`src/hw/rtl/assert_macros.svh`:
```
// assertion macros used by the back end of the gaussian row normalizer
// expects signals named clk and rst_n in the scope of each use
`ifndef ASSERT_MACROS_SVH
`define ASSERT_MACROS_SVH
// property must hold at every clock edge out of reset
`define GN_CHECK(lbl, prop, msg) \
  lbl: assert property (@(posedge clk) disable iff (!rst_n) (prop)) else $error(msg);
// condition in one cycle implies a result in the next
`define GN_CHECK_NEXT(lbl, pre, post, msg) \
  lbl: assert property (@(posedge clk) disable iff (!rst_n) (pre) |=> (post)) else $error(msg);
`endif

```
`src/hw/rtl/gnorm_pkg.sv`:
```
// shared types, constants and tables of the gaussian row normalizer
// no dependencies
`default_nettype none
package gnorm_pkg;

  localparam int unsigned MAX_NEIGHBORS_DEF = 16;
  localparam int unsigned INDEX_BITS        = 24;
  localparam int unsigned ROW_W             = 24;
  localparam int unsigned NBR_W             = 26;
  localparam int unsigned DIST_W            = 32;
  localparam int unsigned COL_W             = 24;
  localparam int unsigned WGT_W             = 32;
  localparam int unsigned EDGE_W            = 32;
  localparam int unsigned TOT_W             = 48;
  localparam int unsigned CFG_IDX_W         = 3;
  localparam int unsigned QUEUE_DEPTH       = 2;
  localparam int unsigned DIV_W             = 57;

  // fixed point constants of the exp approximation
  localparam logic [32:0] ONE_Q32   = 33'h1_0000_0000;
  localparam logic [32:0] LOG2E_Q32 = 33'd6196328019;
  localparam logic [31:0] LN2_Q32   = 32'd2977044472;
  localparam logic [31:0] X_CAP     = 32'h2000_0000;
  localparam logic [3:0]  TAYLOR_K  = 4'd10;

  typedef enum logic [CFG_IDX_W-1:0] {
    CFG_EXP_COEF     = 3'd0,
    CFG_RADIUS_LIMIT = 3'd1,
    CFG_RADIUS_EN    = 3'd2,
    CFG_NORMALIZE    = 3'd3,
    CFG_SELF_WEIGHT  = 3'd4
  } cfg_idx_t;

  typedef enum logic [1:0] {
    KIND_DROP,
    KIND_SELF,
    KIND_GAUSS
  } cand_kind_t;

  typedef struct packed {
    logic [ROW_W-1:0]  row;
    logic [COL_W-1:0]  col;
    logic [DIST_W-1:0] distance;
    cand_kind_t        kind;
    logic              row_end;
  } cand_t;

  typedef struct packed {
    logic [31:0] exp_coef;
    logic [31:0] radius_limit;
    logic        radius_en;
    logic        normalize;
    logic [31:0] self_link_w;
  } cfg_t;

  typedef enum logic [4:0] {
    ST_IDLE, ST_D2, ST_HI, ST_LO, ST_X, ST_XC, ST_Y, ST_T,
    ST_MUL, ST_QUO, ST_FIX, ST_ROUND, ST_STORE, ST_ENDCHK,
    ST_LOAD, ST_DIV, ST_SAT, ST_EMIT
  } back_state_t;

  // floor(2^32 / k), one short for k of one; the estimate is fixed up by one compare
  function automatic logic [31:0] recip_k(input logic [3:0] k);
    logic [31:0] r;
    unique case (k)
      4'd1:    r = 32'hFFFF_FFFF;
      4'd2:    r = 32'd2147483648;
      4'd3:    r = 32'd1431655765;
      4'd4:    r = 32'd1073741824;
      4'd5:    r = 32'd858993459;
      4'd6:    r = 32'd715827882;
      4'd7:    r = 32'd613566756;
      4'd8:    r = 32'd536870912;
      4'd9:    r = 32'd477218588;
      4'd10:   r = 32'd429496729;
      default: r = 32'd0;
    endcase
    return r;
  endfunction

endpackage
`default_nettype wire

```
`src/hw/rtl/gnorm_queue.sv`:
```
// short queue of classified candidates between front and back end
// depends on gnorm_pkg
`default_nettype none
module gnorm_queue (
  input  logic             clk,
  input  logic             rst_n,
  input  logic             push,
  input  gnorm_pkg::cand_t push_data,
  output logic             full,
  input  logic             pop,
  output logic             avail,
  output gnorm_pkg::cand_t pop_data
);

  localparam int unsigned PTR_W = (gnorm_pkg::QUEUE_DEPTH > 1) ?
                                  $clog2(gnorm_pkg::QUEUE_DEPTH) : 1;
  localparam int unsigned CNT_W = $clog2(gnorm_pkg::QUEUE_DEPTH + 1);

  gnorm_pkg::cand_t  slot_r [gnorm_pkg::QUEUE_DEPTH];
  logic [PTR_W-1:0]  wr_r, wr_nxt;
  logic [PTR_W-1:0]  rd_r, rd_nxt;
  logic [CNT_W-1:0]  cnt_r, cnt_nxt;

  assign full     = cnt_r == CNT_W'(gnorm_pkg::QUEUE_DEPTH);
  assign avail    = cnt_r != '0;
  assign pop_data = slot_r[rd_r];

  // pointer and fill count update
  always_comb begin
    wr_nxt  = wr_r;
    rd_nxt  = rd_r;
    cnt_nxt = cnt_r;
    if (push) begin
      wr_nxt = (wr_r == PTR_W'(gnorm_pkg::QUEUE_DEPTH - 1)) ? '0 : wr_r + PTR_W'(1);
    end
    if (pop) begin
      rd_nxt = (rd_r == PTR_W'(gnorm_pkg::QUEUE_DEPTH - 1)) ? '0 : rd_r + PTR_W'(1);
    end
    if (push && !pop) begin
      cnt_nxt = cnt_r + CNT_W'(1);
    end else if (pop && !push) begin
      cnt_nxt = cnt_r - CNT_W'(1);
    end
  end

  always_ff @(posedge clk) begin
    if (!rst_n) begin
      wr_r  <= '0;
      rd_r  <= '0;
      cnt_r <= '0;
    end else begin
      wr_r  <= wr_nxt;
      rd_r  <= rd_nxt;
      cnt_r <= cnt_nxt;
    end
  end

  // slot storage
  always_ff @(posedge clk) begin
    if (push) begin
      slot_r[wr_r] <= push_data;
    end
  end

endmodule
`default_nettype wire

```
`config.mk`:
```
export PLATFORM = sky130hd
export DESIGN_NAME = gnorm_queue
export DESIGN_NICKNAME = d
export VERILOG_FILES = /design/src/hw/rtl/assert_macros.svh /design/src/hw/rtl/gnorm_pkg.sv /design/src/hw/rtl/gnorm_queue.sv
export SDC_FILE = /design/constraint.sdc
export NUM_CORES = 1
export LEC_CHECK = 0
export ABC_AREA = 1
export ABC_CLOCK_PERIOD_IN_PS = 13200
export BUFFER_PORTS_ARGS = -buffer_cell sky130_fd_sc_hd__buf_2
export CORE_MARGIN = 2
export CORE_UTILIZATION = 40
export DETAILED_ROUTE_END_ITERATION = 7
export HOLD_SLACK_MARGIN = 0.12
export PLACE_DENSITY = 0.66
export REMOVE_ABC_BUFFERS = 1
export SETUP_SLACK_MARGIN = 0.1
export SLEW_MARGIN = 10
export SYNTH_ARGS = -nofsm -noshare
export SYNTH_HDL_FRONTEND = slang
export SYNTH_SLANG_ARGS = --single-unit
```
`constraint.sdc`:
```
create_clock -name clk -period 13.2 [get_ports clk]
set_input_delay 2.64 -clock clk [delete_from_list [all_inputs] [get_ports clk]]
set_output_delay 2.64 -clock clk [all_outputs]
set_load 0.1 [all_outputs]
```
==> impl_metrics.env <==
export IMPL_hold_viol_final=0
export IMPL_ant_nets=0
export IMPL_die_height_microns=132
export IMPL_worstHoldStart="rd_r"
export IMPL_setup_violations=0
export IMPL_die_area_sq_um=17500
export IMPL_synth_seq_cells=171
export IMPL_final_nets=565
export IMPL_syn_cell_area_sq_um=6570
export IMPL_r2r_start="wr_r"
export IMPL_cap_violations=0
export IMPL_timing_worst_slew_pin_value_ps=949
export IMPL_netlist_instances=293
export IMPL_yosys_warnings=0
export IMPL_finalCriticalPeriod_ps=5380
export IMPL_cts_tree="yes"
export IMPL_arrival_ps=2740
export IMPL_cp_max_fo=49
export IMPL_cp_start_kind="flop"
export IMPL_start_util_pct=41.2
export IMPL_critical_path_top_delay_family="buffers and inverters"
export IMPL_diodes=0
export IMPL_holdCritPathClass="reg2reg"
export IMPL_post_cts_resized=0
export IMPL_drt_pass1_iter_count=4
export IMPL_htree_num_levels=4
export IMPL_fillers=1350
export IMPL_timing_final_crit_share_pct=40.8
export IMPL_path_clk_slew_ps=60
export IMPL_layout_common_cells="buf_2 (171), edfxtp_1 (166), mux2_4 (70)"
export IMPL_clock_fmax_ghz=0.186
export IMPL_p_leak_uw=0.00325
export IMPL_vias=3189
export IMPL_cts_hold_buf=0
export IMPL_drive_above_1_share_pct=58.6
export IMPL_numCtsBuffers=17
export IMPL_clk_latency_ps=410
export IMPL_grt_pass1_vias=3410
export IMPL_io_buffers=171
export IMPL_drt_total_wl_microns=11300
export IMPL_post_cts_buffers=0
export IMPL_cp_buffers_inverters=2
export IMPL_cts_path_max_buffers=2
export IMPL_skew_ps=4.33
export IMPL_ys_seq_area_share_pct=77.4
export IMPL_antenna_found_initial=0
export IMPL_cp_slowest_cell="buf_4"
export IMPL_finalSetupTns_ps=0
export IMPL_post_dp_hpwl_microns=7380
export IMPL_ios=172
export IMPL_power_uw=1430
export IMPL_syn_area_per_cell_sq_um=22.4
export IMPL_drc=0
export IMPL_via_per_inst=4.52
export IMPL_finalMaxSlewViolations=0
export IMPL_area_growth_pct=24.6
export IMPL_rsz0062_at_grt="no"
export IMPL_die_x_microns=132
export IMPL_row_count=46
export IMPL_gp_routability_congestion=0.689
export IMPL_synth_cell_types=15
export IMPL_wl_per_cell_microns=16.1
export IMPL_track_usage_pct=13.3
export IMPL_layout_commonest_cell="buf_2"
export IMPL_outcome="finished, final reports clean"
export IMPL_crit_type="reg2out"
export IMPL_max_slew_margin_rel_pct=36.8
export IMPL_grt_overflow=0
export IMPL_grt_pass1_wl_microns=17600
export IMPL_powerDensity_nw_per_um2=175
export IMPL_clock_sinks=171
export IMPL_irDropWorstVdd_mv=0.118
export IMPL_core_sq_um=15900
export IMPL_cp_data_required_time_ps=10560
export IMPL_grt_max_degree=70
export IMPL_drtIter0Drc=141
export IMPL_crit_chain="buf_4 > mux2_4 > buf_2"
export IMPL_end_kind="primary output"
export IMPL_cpPeakStageDelay_ps=810
export IMPL_clockRootBuffer="clkbuf_16"
-- worst min-delay path: cells and delay by family (launching register included) --
family	cells	cell delay [ps]
and+or+nand+nor	2	140
DFF	1	340
-- cells in the mapped netlist --
cell      instances  area [sq um]
nand4_1           1          6.26
mux2_4           70          1050
edfxtp_1        166          4980
buf_2             1          5.00
nand3_1           1          5.00
o21ai_0           1          5.00
inv_1             8          30.0
buf_12            7           140
mux2_2           13           146
nor2_1            8          30.0
nand2_1           9          33.8
ha_1              1          12.5
dfxtp_1           5           100
a21oi_1           1          5.00
buf_6             1          11.3
-- worst paths after layout --
| kind | end | slack (ps) | cells past startpoint |
|---|---|---|---|
| max | pop_data[57] | 7820 | 3 |
| min | flop | 520 | 2 |
| max reg2reg | slot_r[0][79] | 11200 | 2 |
| min reg2reg | flop | 520 | 2 |
-- sequential cells by signal, indices dropped and copies added, names as in the netlist, named ones only --
| name | flops |
|---|---|
| cnt_r | 2 |
| rd_r | 1 |
| slot_r | 166 |
| wr_r | 1 |
-- power breakdown --
group	internal [uW]	switching [uW]	total (uW)	leakage [uW]
clock network	316	192	508	0.000285
logic	60.9	220	281	0.00136
registers	629	11.1	640	0.00160
total	1000	423	1430	0.00325
-- metrics by stage --
stage	util (%)	setup slack [ps]	instances	instance area [sq um]	hold WS (ps)
6_report	51.3	7820	706	8180	518
5_1_grt	51.3	7640	706	8180	559
4_1_cts	51.3	7750	706	8180	524
3_5_place_dp	47.5	8210	674	7570	500
3_3_place_gp	47.5	8200	674	7570	476
2_1_floorplan	-	6520	284	6410	463
-- metal layers --
layer | GRT usage, % | share of wire (%)
met2 | 22.2 | 49
met4 | 4.41 | 0.95
met5 | 0 | 0
met1 | 15.6 | 43
met3 | 5.50 | 6.8
-- layout make-up --
cell class | instances | area [sq um] | area share, %
inverters | 8 | 31.3 | 0.382
repair buffers | 174 | 878 | 10.7
clock buffers | 20 | 437 | 5.34
multi-input cells | 105 | 1300 | 15.9
flip-flops and latches | 171 | 5090 | 62.2
clock inverters | 12 | 173 | 2.11
well taps | 216 | 270 | 3.30
-- logic make-up (layout without fill, tap and decap cells) --
group | Yosys count | after routing | synth area share (%)
multiplexers | 83 | 83 | 18.2
AO/OA/AOI/OAI | 2 | 2 | 0.152
adder cells (fa/ha/maj) | 1 | 1 | 0.191
flip-flops | 171 | 171 | 77.4
buffers and inverters | 17 | 214 | 2.84
AND/OR/NAND/NOR | 19 | 19 | 1.14
Note: power is estimated with default switching activity, not from simulation.
