File: config.mk
export PLATFORM = sky130hd
export DESIGN_NAME = gnorm_front_flat
export DESIGN_NICKNAME = d
export VERILOG_FILES = /design/src/hw/rtl/assert_macros.svh /design/src/hw/rtl/gnorm_pkg.sv /design/src/hw/rtl/gnorm_channels.sv /design/src/hw/rtl/gnorm_front.sv /design/src/flat_wrapper.sv
export SDC_FILE = /design/constraint.sdc
export NUM_CORES = 1
export LEC_CHECK = 0
export CAP_MARGIN = 20
export CORE_AREA = 10 10 95 97
export DETAILED_ROUTE_END_ITERATION = 16
export DIE_AREA = 0 0 105 107
export DONT_BUFFER_PORTS = 1
export PLACE_DENSITY = 0.59
export REMOVE_ABC_BUFFERS = 1
export SYNTH_ARGS = -nofsm -noshare
export SYNTH_HDL_FRONTEND = slang
export SYNTH_SLANG_ARGS = --single-unit
File: constraint.sdc
create_clock -name vclk -period 3.36
set_input_delay 0.504 -clock vclk [all_inputs]
set_output_delay 0.504 -clock vclk [all_outputs]
set_load 0.05 [all_outputs]
File: src/hw/rtl/assert_macros.svh
// assertion macros used by the back end of the gaussian row normalizer
// expects signals named clk and rst_n in the scope of each use
`ifndef ASSERT_MACROS_SVH
`define ASSERT_MACROS_SVH
// property must hold at every clock edge out of reset
`define GN_CHECK(lbl, prop, msg) \
  lbl: assert property (@(posedge clk) disable iff (!rst_n) (prop)) else $error(msg);
// condition in one cycle implies a result in the next
`define GN_CHECK_NEXT(lbl, pre, post, msg) \
  lbl: assert property (@(posedge clk) disable iff (!rst_n) (pre) |=> (post)) else $error(msg);
`endif

File: src/hw/rtl/gnorm_pkg.sv
// shared types, constants and tables of the gaussian row normalizer
// no dependencies
`default_nettype none
package gnorm_pkg;

  localparam int unsigned MAX_NEIGHBORS_DEF = 16;
  localparam int unsigned INDEX_BITS        = 24;
  localparam int unsigned ROW_W             = 24;
  localparam int unsigned NBR_W             = 26;
  localparam int unsigned DIST_W            = 32;
  localparam int unsigned COL_W             = 24;
  localparam int unsigned WGT_W             = 32;
  localparam int unsigned EDGE_W            = 32;
  localparam int unsigned TOT_W             = 48;
  localparam int unsigned CFG_IDX_W         = 3;
  localparam int unsigned QUEUE_DEPTH       = 2;
  localparam int unsigned DIV_W             = 57;

  // fixed point constants of the exp approximation
  localparam logic [32:0] ONE_Q32   = 33'h1_0000_0000;
  localparam logic [32:0] LOG2E_Q32 = 33'd6196328019;
  localparam logic [31:0] LN2_Q32   = 32'd2977044472;
  localparam logic [31:0] X_CAP     = 32'h2000_0000;
  localparam logic [3:0]  TAYLOR_K  = 4'd10;

  typedef enum logic [CFG_IDX_W-1:0] {
    CFG_EXP_COEF     = 3'd0,
    CFG_RADIUS_LIMIT = 3'd1,
    CFG_RADIUS_EN    = 3'd2,
    CFG_NORMALIZE    = 3'd3,
    CFG_SELF_WEIGHT  = 3'd4
  } cfg_idx_t;

  typedef enum logic [1:0] {
    KIND_DROP,
    KIND_SELF,
    KIND_GAUSS
  } cand_kind_t;

  typedef struct packed {
    logic [ROW_W-1:0]  row;
    logic [COL_W-1:0]  col;
    logic [DIST_W-1:0] distance;
    cand_kind_t        kind;
    logic              row_end;
  } cand_t;

  typedef struct packed {
    logic [31:0] exp_coef;
    logic [31:0] radius_limit;
    logic        radius_en;
    logic        normalize;
    logic [31:0] self_link_w;
  } cfg_t;

  typedef enum logic [4:0] {
    ST_IDLE, ST_D2, ST_HI, ST_LO, ST_X, ST_XC, ST_Y, ST_T,
    ST_MUL, ST_QUO, ST_FIX, ST_ROUND, ST_STORE, ST_ENDCHK,
    ST_LOAD, ST_DIV, ST_SAT, ST_EMIT
  } back_state_t;

  // floor(2^32 / k), one short for k of one; the estimate is fixed up by one compare
  function automatic logic [31:0] recip_k(input logic [3:0] k);
    logic [31:0] r;
    unique case (k)
      4'd1:    r = 32'hFFFF_FFFF;
      4'd2:    r = 32'd2147483648;
      4'd3:    r = 32'd1431655765;
      4'd4:    r = 32'd1073741824;
      4'd5:    r = 32'd858993459;
      4'd6:    r = 32'd715827882;
      4'd7:    r = 32'd613566756;
      4'd8:    r = 32'd536870912;
      4'd9:    r = 32'd477218588;
      4'd10:   r = 32'd429496729;
      default: r = 32'd0;
    endcase
    return r;
  endfunction

endpackage
`default_nettype wire

File: src/hw/rtl/gnorm_channels.sv
// valid/ready channel interfaces: candidate input, weight output, config writes
// depends on gnorm_pkg
`default_nettype none
interface gnorm_in_if;
  logic                                valid;
  logic                                ready;
  logic [gnorm_pkg::ROW_W-1:0]         row_number;
  logic signed [gnorm_pkg::NBR_W-1:0]  neighbor_number;
  logic [gnorm_pkg::DIST_W-1:0]        neighbor_distance;
  logic                                row_end;
  modport source (output valid, row_number, neighbor_number, neighbor_distance, row_end,
                  input ready);
  modport sink (input valid, row_number, neighbor_number, neighbor_distance, row_end,
                output ready);
endinterface

`default_nettype wire

File: src/hw/rtl/gnorm_front.sv
// front end: accepts candidate words and classifies them for the back end
// depends on gnorm_pkg and gnorm_channels
`default_nettype none
module gnorm_front (
  gnorm_in_if.sink          in_if,
  input  gnorm_pkg::cfg_t   cfg,
  input  logic              q_full,
  output logic              q_push,
  output gnorm_pkg::cand_t  q_data
);

  logic                          positive;
  logic [gnorm_pkg::NBR_W-1:0]   col_w;
  logic                          col_ok;
  gnorm_pkg::cand_kind_t         kind;

  // handshake into the queue
  assign in_if.ready = !q_full;
  assign q_push      = in_if.valid && !q_full;

  // zero-based column and range check
  assign positive = !in_if.neighbor_number[gnorm_pkg::NBR_W-1] &&
                    (in_if.neighbor_number != '0);
  assign col_w    = gnorm_pkg::NBR_W'(in_if.neighbor_number) - gnorm_pkg::NBR_W'(1);
  assign col_ok   = (col_w >> gnorm_pkg::INDEX_BITS) == '0;

  // candidate classification, order decides
  always_comb begin
    priority if (!positive || !col_ok) begin
      kind = gnorm_pkg::KIND_DROP;
    end else if (cfg.radius_en && (in_if.neighbor_distance > cfg.radius_limit)) begin
      kind = gnorm_pkg::KIND_DROP;
    end else if (col_w == gnorm_pkg::NBR_W'(in_if.row_number)) begin
      kind = (cfg.self_link_w != '0) ? gnorm_pkg::KIND_SELF : gnorm_pkg::KIND_DROP;
    end else if (in_if.neighbor_distance == '0) begin
      kind = gnorm_pkg::KIND_DROP;
    end else begin
      kind = gnorm_pkg::KIND_GAUSS;
    end
  end

  assign q_data.row      = in_if.row_number;
  assign q_data.col      = col_w[gnorm_pkg::COL_W-1:0];
  assign q_data.distance = in_if.neighbor_distance;
  assign q_data.kind     = kind;
  assign q_data.row_end  = in_if.row_end;

endmodule
`default_nettype wire

File: src/flat_wrapper.sv
// flat-port wrapper written by rule: the top's interface ports become plain ports
module gnorm_front_flat 
  (cfg, q_full, q_push, q_data, in_if_valid, in_if_row_number, in_if_neighbor_number, in_if_neighbor_distance, in_if_row_end, in_if_ready);
  gnorm_in_if in_if_i ();
  input  gnorm_pkg::cfg_t cfg;
  input  logic q_full;
  output logic q_push;
  output gnorm_pkg::cand_t q_data;
  input wire logic [$bits(in_if_i.valid)-1:0] in_if_valid;
  input wire logic [$bits(in_if_i.row_number)-1:0] in_if_row_number;
  input wire logic [$bits(in_if_i.neighbor_number)-1:0] in_if_neighbor_number;
  input wire logic [$bits(in_if_i.neighbor_distance)-1:0] in_if_neighbor_distance;
  input wire logic [$bits(in_if_i.row_end)-1:0] in_if_row_end;
  output wire logic [$bits(in_if_i.ready)-1:0] in_if_ready;
  assign in_if_i.valid = in_if_valid;
  assign in_if_i.row_number = in_if_row_number;
  assign in_if_i.neighbor_number = in_if_neighbor_number;
  assign in_if_i.neighbor_distance = in_if_neighbor_distance;
  assign in_if_i.row_end = in_if_row_end;
  assign in_if_ready = in_if_i.ready;
  gnorm_front u_core (.in_if(in_if_i), .cfg(cfg), .q_full(q_full), .q_push(q_push), .q_data(q_data));
endmodule
==> flow_metrics.env, run 1 <==
export IMPL_status="finished clean"
export IMPL_avgSynthCellArea_um2=7.22
export IMPL_die_w_um=105
export IMPL_finalSetupViolations=0
export IMPL_io_buffers=0
export IMPL_placed_cell_area_um2=2740
export IMPL_ys_warn_count=0
export IMPL_path_buf_inv=1
export IMPL_firstDrtPassIters=4
export IMPL_die_area_um2=11200
export IMPL_slew_violations=0
export IMPL_synth_cell_types=57
export IMPL_hold_class="primary input to output pin"
export IMPL_core_area_um2=7140
export IMPL_crit_family="simple AND/OR/NAND/NOR gates"
export IMPL_crit_slowest_cell="a221o_2"
export IMPL_post_route_period_util_pct=96.4
export IMPL_ys_top_cells_by_area="buf_4, ha_1, xnor2_1"
export IMPL_path_class="primary input to output pin"
export IMPL_max_cap_violations=0
export IMPL_worst_pin_slew_ns=1.16
export IMPL_fin_cells=471
export IMPL_yosysSeqAreaShare_pct=0
export IMPL_wirelength_um=9260
export IMPL_finalHoldViolCount=0
export IMPL_setup_tns_ns=0
export IMPL_period_minus_slack_ns=3.24
export IMPL_nClkBuffers=0
export IMPL_routabilityCongestion=0.900
export IMPL_drcViolationCount=0
export IMPL_grt_use_total_pct=14.6
export IMPL_critical_path_depth=8
export IMPL_final_core_util_pct=41.1
export IMPL_ff_latch_area_um2=0
export IMPL_yosys_top_cells_count="buf_4, inv_1, ha_1"
export IMPL_synthCells=380
export IMPL_num_vias=2693
export IMPL_max_slew_margin_pct=22.0
export IMPL_final_area_um2=2930
export IMPL_p_total_uw=311
export IMPL_initial_utilization_pct=38.4
export IMPL_ant_nets=0
export IMPL_fmax_ghz=0.309
export IMPL_synth_top_cell_area_share_pct=15.6
export IMPL_synth_top_cell_by_area="buf_4"
export IMPL_diodes=0
export IMPL_dp_hpwl_um=8260
export IMPL_cp_cell_sequence="nor4_4 > nand4_1 > xor2_1 > a221o_2 > a2111oi_2 > nand4b_1 > nor4_2 > buf_4"
export IMPL_area_growth_syn_to_layout_pct=6.84
export IMPL_grt_pass1_vias=2746
export IMPL_cp_max_fo=9
export IMPL_grt_pass1_wl_um=14200
export IMPL_ir_worst_vdd_mv=0.0384
export IMPL_endpoint_kind="output pin"
export IMPL_n_sequential_cell=0
export IMPL_ios=268
export IMPL_max_stage_delay_ns=0.43
export IMPL_worstHoldPathCells=0
export IMPL_row_count=31
export IMPL_crit_arrival_ns=2.74
export IMPL_via_per_inst=5.72
export IMPL_rsz0062_at_grt="yes"
export IMPL_numPlacedInstances=465
export IMPL_die_height_um=107
export IMPL_grt_antenna_before_repair=0
export IMPL_power_density_nw_per_um2=106
export IMPL_drtIter0Drc=50
export IMPL_yosysMostFrequentCell="buf_4"
export IMPL_netlist_area_um2=2740
export IMPL_worstPathRequired_ns=2.86
export IMPL_p_leak_uw=0.00127
export IMPL_grt_max_degree=10
export IMPL_post_drt_wl_per_cell_um=19.7
export IMPL_gr_total_overflow=0
export IMPL_nets=591
export IMPL_critPathLaunchType="primary input"
export IMPL_drive_gt1_share_pct=26.1
## cell usage in the layout, fill, tap and decap left out, types with 2 or more instances in the layout
master / n
a2111oi_0: 2
a211oi_1: 2
a21o_1: 7
a21oi_1: 17
buf_4: 56
ha_1: 33
inv_1: 41
inv_2: 2
nand2_1: 20
nand3_1: 4
nand4_1: 20
nand4b_1: 2
nor2_1: 14
nor2b_1: 6
nor3_1: 7
nor4_1: 19
nor4_2: 9
nor4_4: 3
o2111ai_1: 2
o211ai_1: 4
o21a_1: 3
o21ai_0: 9
o22ai_1: 3
or2_2: 4
or3_1: 3
or3_2: 2
or4_1: 4
xnor2_1: 22
xor2_1: 19
## final timing paths
path / start / to / slack (ns)
worst max-delay path: in_if_neighbor_number[5] / q_data[1] / 0.12
worst min-delay path: in_if_neighbor_distance[11] / q_data[14] / 1.01
## per-layer routing
metal  wire [µm]  part of all wire (%)  vias up  GRT usage (%)
met5           0                     0        -              0
met4          28                  0.30        0          0.490
met3        1040                    11        4           5.69
met2        4850                    52      143           28.4
met1        3330                    36     1233           15.2
li1            -                     -     1313              -
## per-stage QoR
stage          hold slack, ns  worst slack (ns)
6_report                 1.01             0.120
5_1_grt                  1.01           -0.0300
4_1_cts                  1.01            0.0115
3_5_place_dp             1.01           -0.0611
3_3_place_gp             1.01           -0.0765
2_1_floorplan            1.01             -1.55
## layout make-up
type | instances | area (µm²)
fill | 774 | 4210
inverter | 43 | 161
multi-input combinational | 272 | 2210
tap | 99 | 124
timing repair buffer | 57 | 432
## power breakdown
group	internal (µW)	switching, µW	leakage (µW)
clock	0	0	0
combinational	131	180	0.00127
sequential	0	0	0
## logic make-up (layout without fill, tap and decap cells)
group | count (synthesis) | in the layout | share of synthesized area (%)
compound gates | 60 | 60 | 15.0
xor+xnor | 43 | 43 | 14.9
fa+ha+maj | 34 | 34 | 15.5
buf+inv | 108 | 100 | 24.3
mux | 2 | 2 | 0.776
simple gates | 133 | 133 | 29.5
## timing repair
action | 4_1_cts | 5_1_grt
endpoints found under the setup margin | 2 | 2
pin swaps | 0 | 14
setup buffers | 2 | 4
resized for setup | 3 | 25
cloned | 0 | 0
hold buffers | 0 | 0
Note: power is estimated with default switching activity, not from simulation.
==> run 2: changes to the inputs <==
--- a/config.mk
+++ b/config.mk
@@ -11,7 +11,6 @@
 export DIE_AREA = 0 0 105 107
 export DONT_BUFFER_PORTS = 1
 export PLACE_DENSITY = 0.59
-export REMOVE_ABC_BUFFERS = 1
 export SYNTH_ARGS = -nofsm -noshare
 export SYNTH_HDL_FRONTEND = slang
 export SYNTH_SLANG_ARGS = --single-unit
==> run 2 against run 1 <==
Net effect: the run now ends with negative setup slack left; utilization grew 1.1 points; count of clock-buffer cells in the layout stayed put; total power is 2.8% higher; critical path depth rose by 1; non-clock buffer count fell by 6; sequential cell count did not move; critical endpoint unchanged; largest cell class unchanged; highest routed layer unchanged.
==> flow_metrics.env, run 2 (synthesized netlist as in run 1, its figures left out) <==
export IMPL_crit_family="simple AND/OR/NAND/NOR gates"
export IMPL_post_drt_wl_per_cell_um=21.2
export IMPL_path_buf_inv=2
export IMPL_drive_gt1_share_pct=26.2
export IMPL_fmax_ghz=0.297
export IMPL_worst_pin_slew_ns=1.17
export IMPL_rsz0062_at_grt="yes"
export IMPL_crit_slowest_cell="or4_4"
export IMPL_cp_cell_sequence="nor4_4 > buf_4 > nand3_4 > or4_4 > a21bo_4 > a2111oi_4 > nand4b_1 > nor4_4 > buf_12"
export IMPL_p_leak_uw=0.00125
export IMPL_area_growth_syn_to_layout_pct=9.67
export IMPL_status="finished, violations left"
export IMPL_die_height_um=107
export IMPL_max_stage_delay_ns=0.53
export IMPL_met1_usage_pct=17.1
export IMPL_slew_violations=0
export IMPL_ir_worst_vdd_mv=0.0495
export IMPL_max_cap_violations=0
export IMPL_power_density_nw_per_um2=106
export IMPL_routabilityCongestion=0.868
export IMPL_ff_latch_area_um2=0
export IMPL_post_route_period_util_pct=100
export IMPL_critPathLaunchType="primary input"
export IMPL_violations="negative setup slack"
export IMPL_grt_use_met3_pct=5.45
export IMPL_initial_utilization_pct=38.4
export IMPL_num_vias=2747
export IMPL_core_area_um2=7140
export IMPL_max_slew_margin_pct=21.1
export IMPL_crit_path_end="q_data[1]"
export IMPL_worst_slack_ns=-0.00364
export IMPL_min_from="in_if_row_number[19]"
export IMPL_via_per_inst=5.91
export IMPL_grt_antenna_before_repair=0
export IMPL_cp_max_fo=7
export IMPL_wirelength_um=9840
export IMPL_drcViolationCount=0
export IMPL_nClkBuffers=0
export IMPL_finalSetupViolations=1
export IMPL_multiInputGateArea_um2=2310
export IMPL_use_met2_pct=30.2
export IMPL_io_buffers=0
export IMPL_crit_start="in_if_neighbor_number[7]"
export IMPL_die_w_um=105
export IMPL_syn_nets=597
export IMPL_gr_total_overflow=0
export IMPL_grt_max_degree=10
export IMPL_drtIter0Drc=139
export IMPL_ios=268
export IMPL_fillCellCount=735
export IMPL_layout_common_cells="buf_4, inv_1, ha_1"
export IMPL_endpoint_kind="output pin"
export IMPL_p_total_uw=319
export IMPL_die_area_um2=11200
export IMPL_nets=585
export IMPL_worst_path_most_repeated_cell="nor4_4"
export IMPL_ant_nets=0
export IMPL_setup_tns_ns=-0.00364
export IMPL_worstPathRequired_ns=2.86
export IMPL_hold_class="primary input to output pin"
export IMPL_dp_hpwl_um=8930
export IMPL_path_class="primary input to output pin"
export IMPL_diodes=0
export IMPL_firstDrtPassIters=4
export IMPL_n_sequential_cell=0
export IMPL_grt_use_total_pct=15.8
export IMPL_final_common_cell="buf_4"
export IMPL_grt_pass1_vias=2759
export IMPL_finalHoldViolCount=0
export IMPL_period_minus_slack_ns=3.36
export IMPL_critical_path_depth=9
export IMPL_row_count=31
export IMPL_grt_pass1_wl_um=15100
export IMPL_grt_busiest_layer="met2"
export IMPL_crit_arrival_ns=2.86
-- run 2: timing repair --
| item | 4_1_cts | 5_1_grt |
|---|---|---|
| hold buffers | 0 | 0 |
| pin swaps | 3 | 11 |
| setup endpoints to repair | 2 | 2 |
| buffers inserted | 1 | 2 |
| gates resized for setup | 3 | 13 |
-- run 2: power by group --
group	switching [µW]	internal (µW)	leakage [µW]
logic	183	136	0.00125
clock network	0	0	0
registers	0	0	0
total	183	136	0.00125
-- run 2: stage by stage --
step	hold slack [ns]	instance area, µm²	util (%)	cells	setup WS, ns
CTS	1.01	2910	40.8	463	0.00497
detailed placement	1.01	2890	40.4	462	-0.0862
global route	1.01	3010	42.1	465	-0.114
finish	1.01	3010	42.1	465	-0.00364
floorplan	1.13	2890	-	380	-0.447
global placement	1.01	2890	40.4	462	-0.0134
-- run 2: worst min-delay path by stage --
| stage | slack [ns] | endpoint | depth (start not counted) |
|---|---|---|---|
| 3_5_place_dp | 1.01 | q_data[61] | 0 |
| 6_report | 1.01 | q_data[78] | 0 |
| 5_1_grt | 1.01 | q_data[78] | 0 |
| 4_1_cts | 1.01 | q_data[61] | 0 |
| 2_1_floorplan | 1.13 | q_data[43] | 1 |
| 3_3_place_gp | 1.01 | q_data[61] | 0 |
-- run 2: layer usage --
layer / share of wire (%) / wire (µm)
met4: 0.77 / 76
met2: 51 / 4970
met5: 0 / 0
met1: 38 / 3710
met3: 11 / 1080
-- run 2: layout make-up --
cell class | instances | area share, %
inverters | 43 | 5.49
multi-input cells | 272 | 76.8
well taps | 99 | 4.12
repair buffers | 51 | 13.6
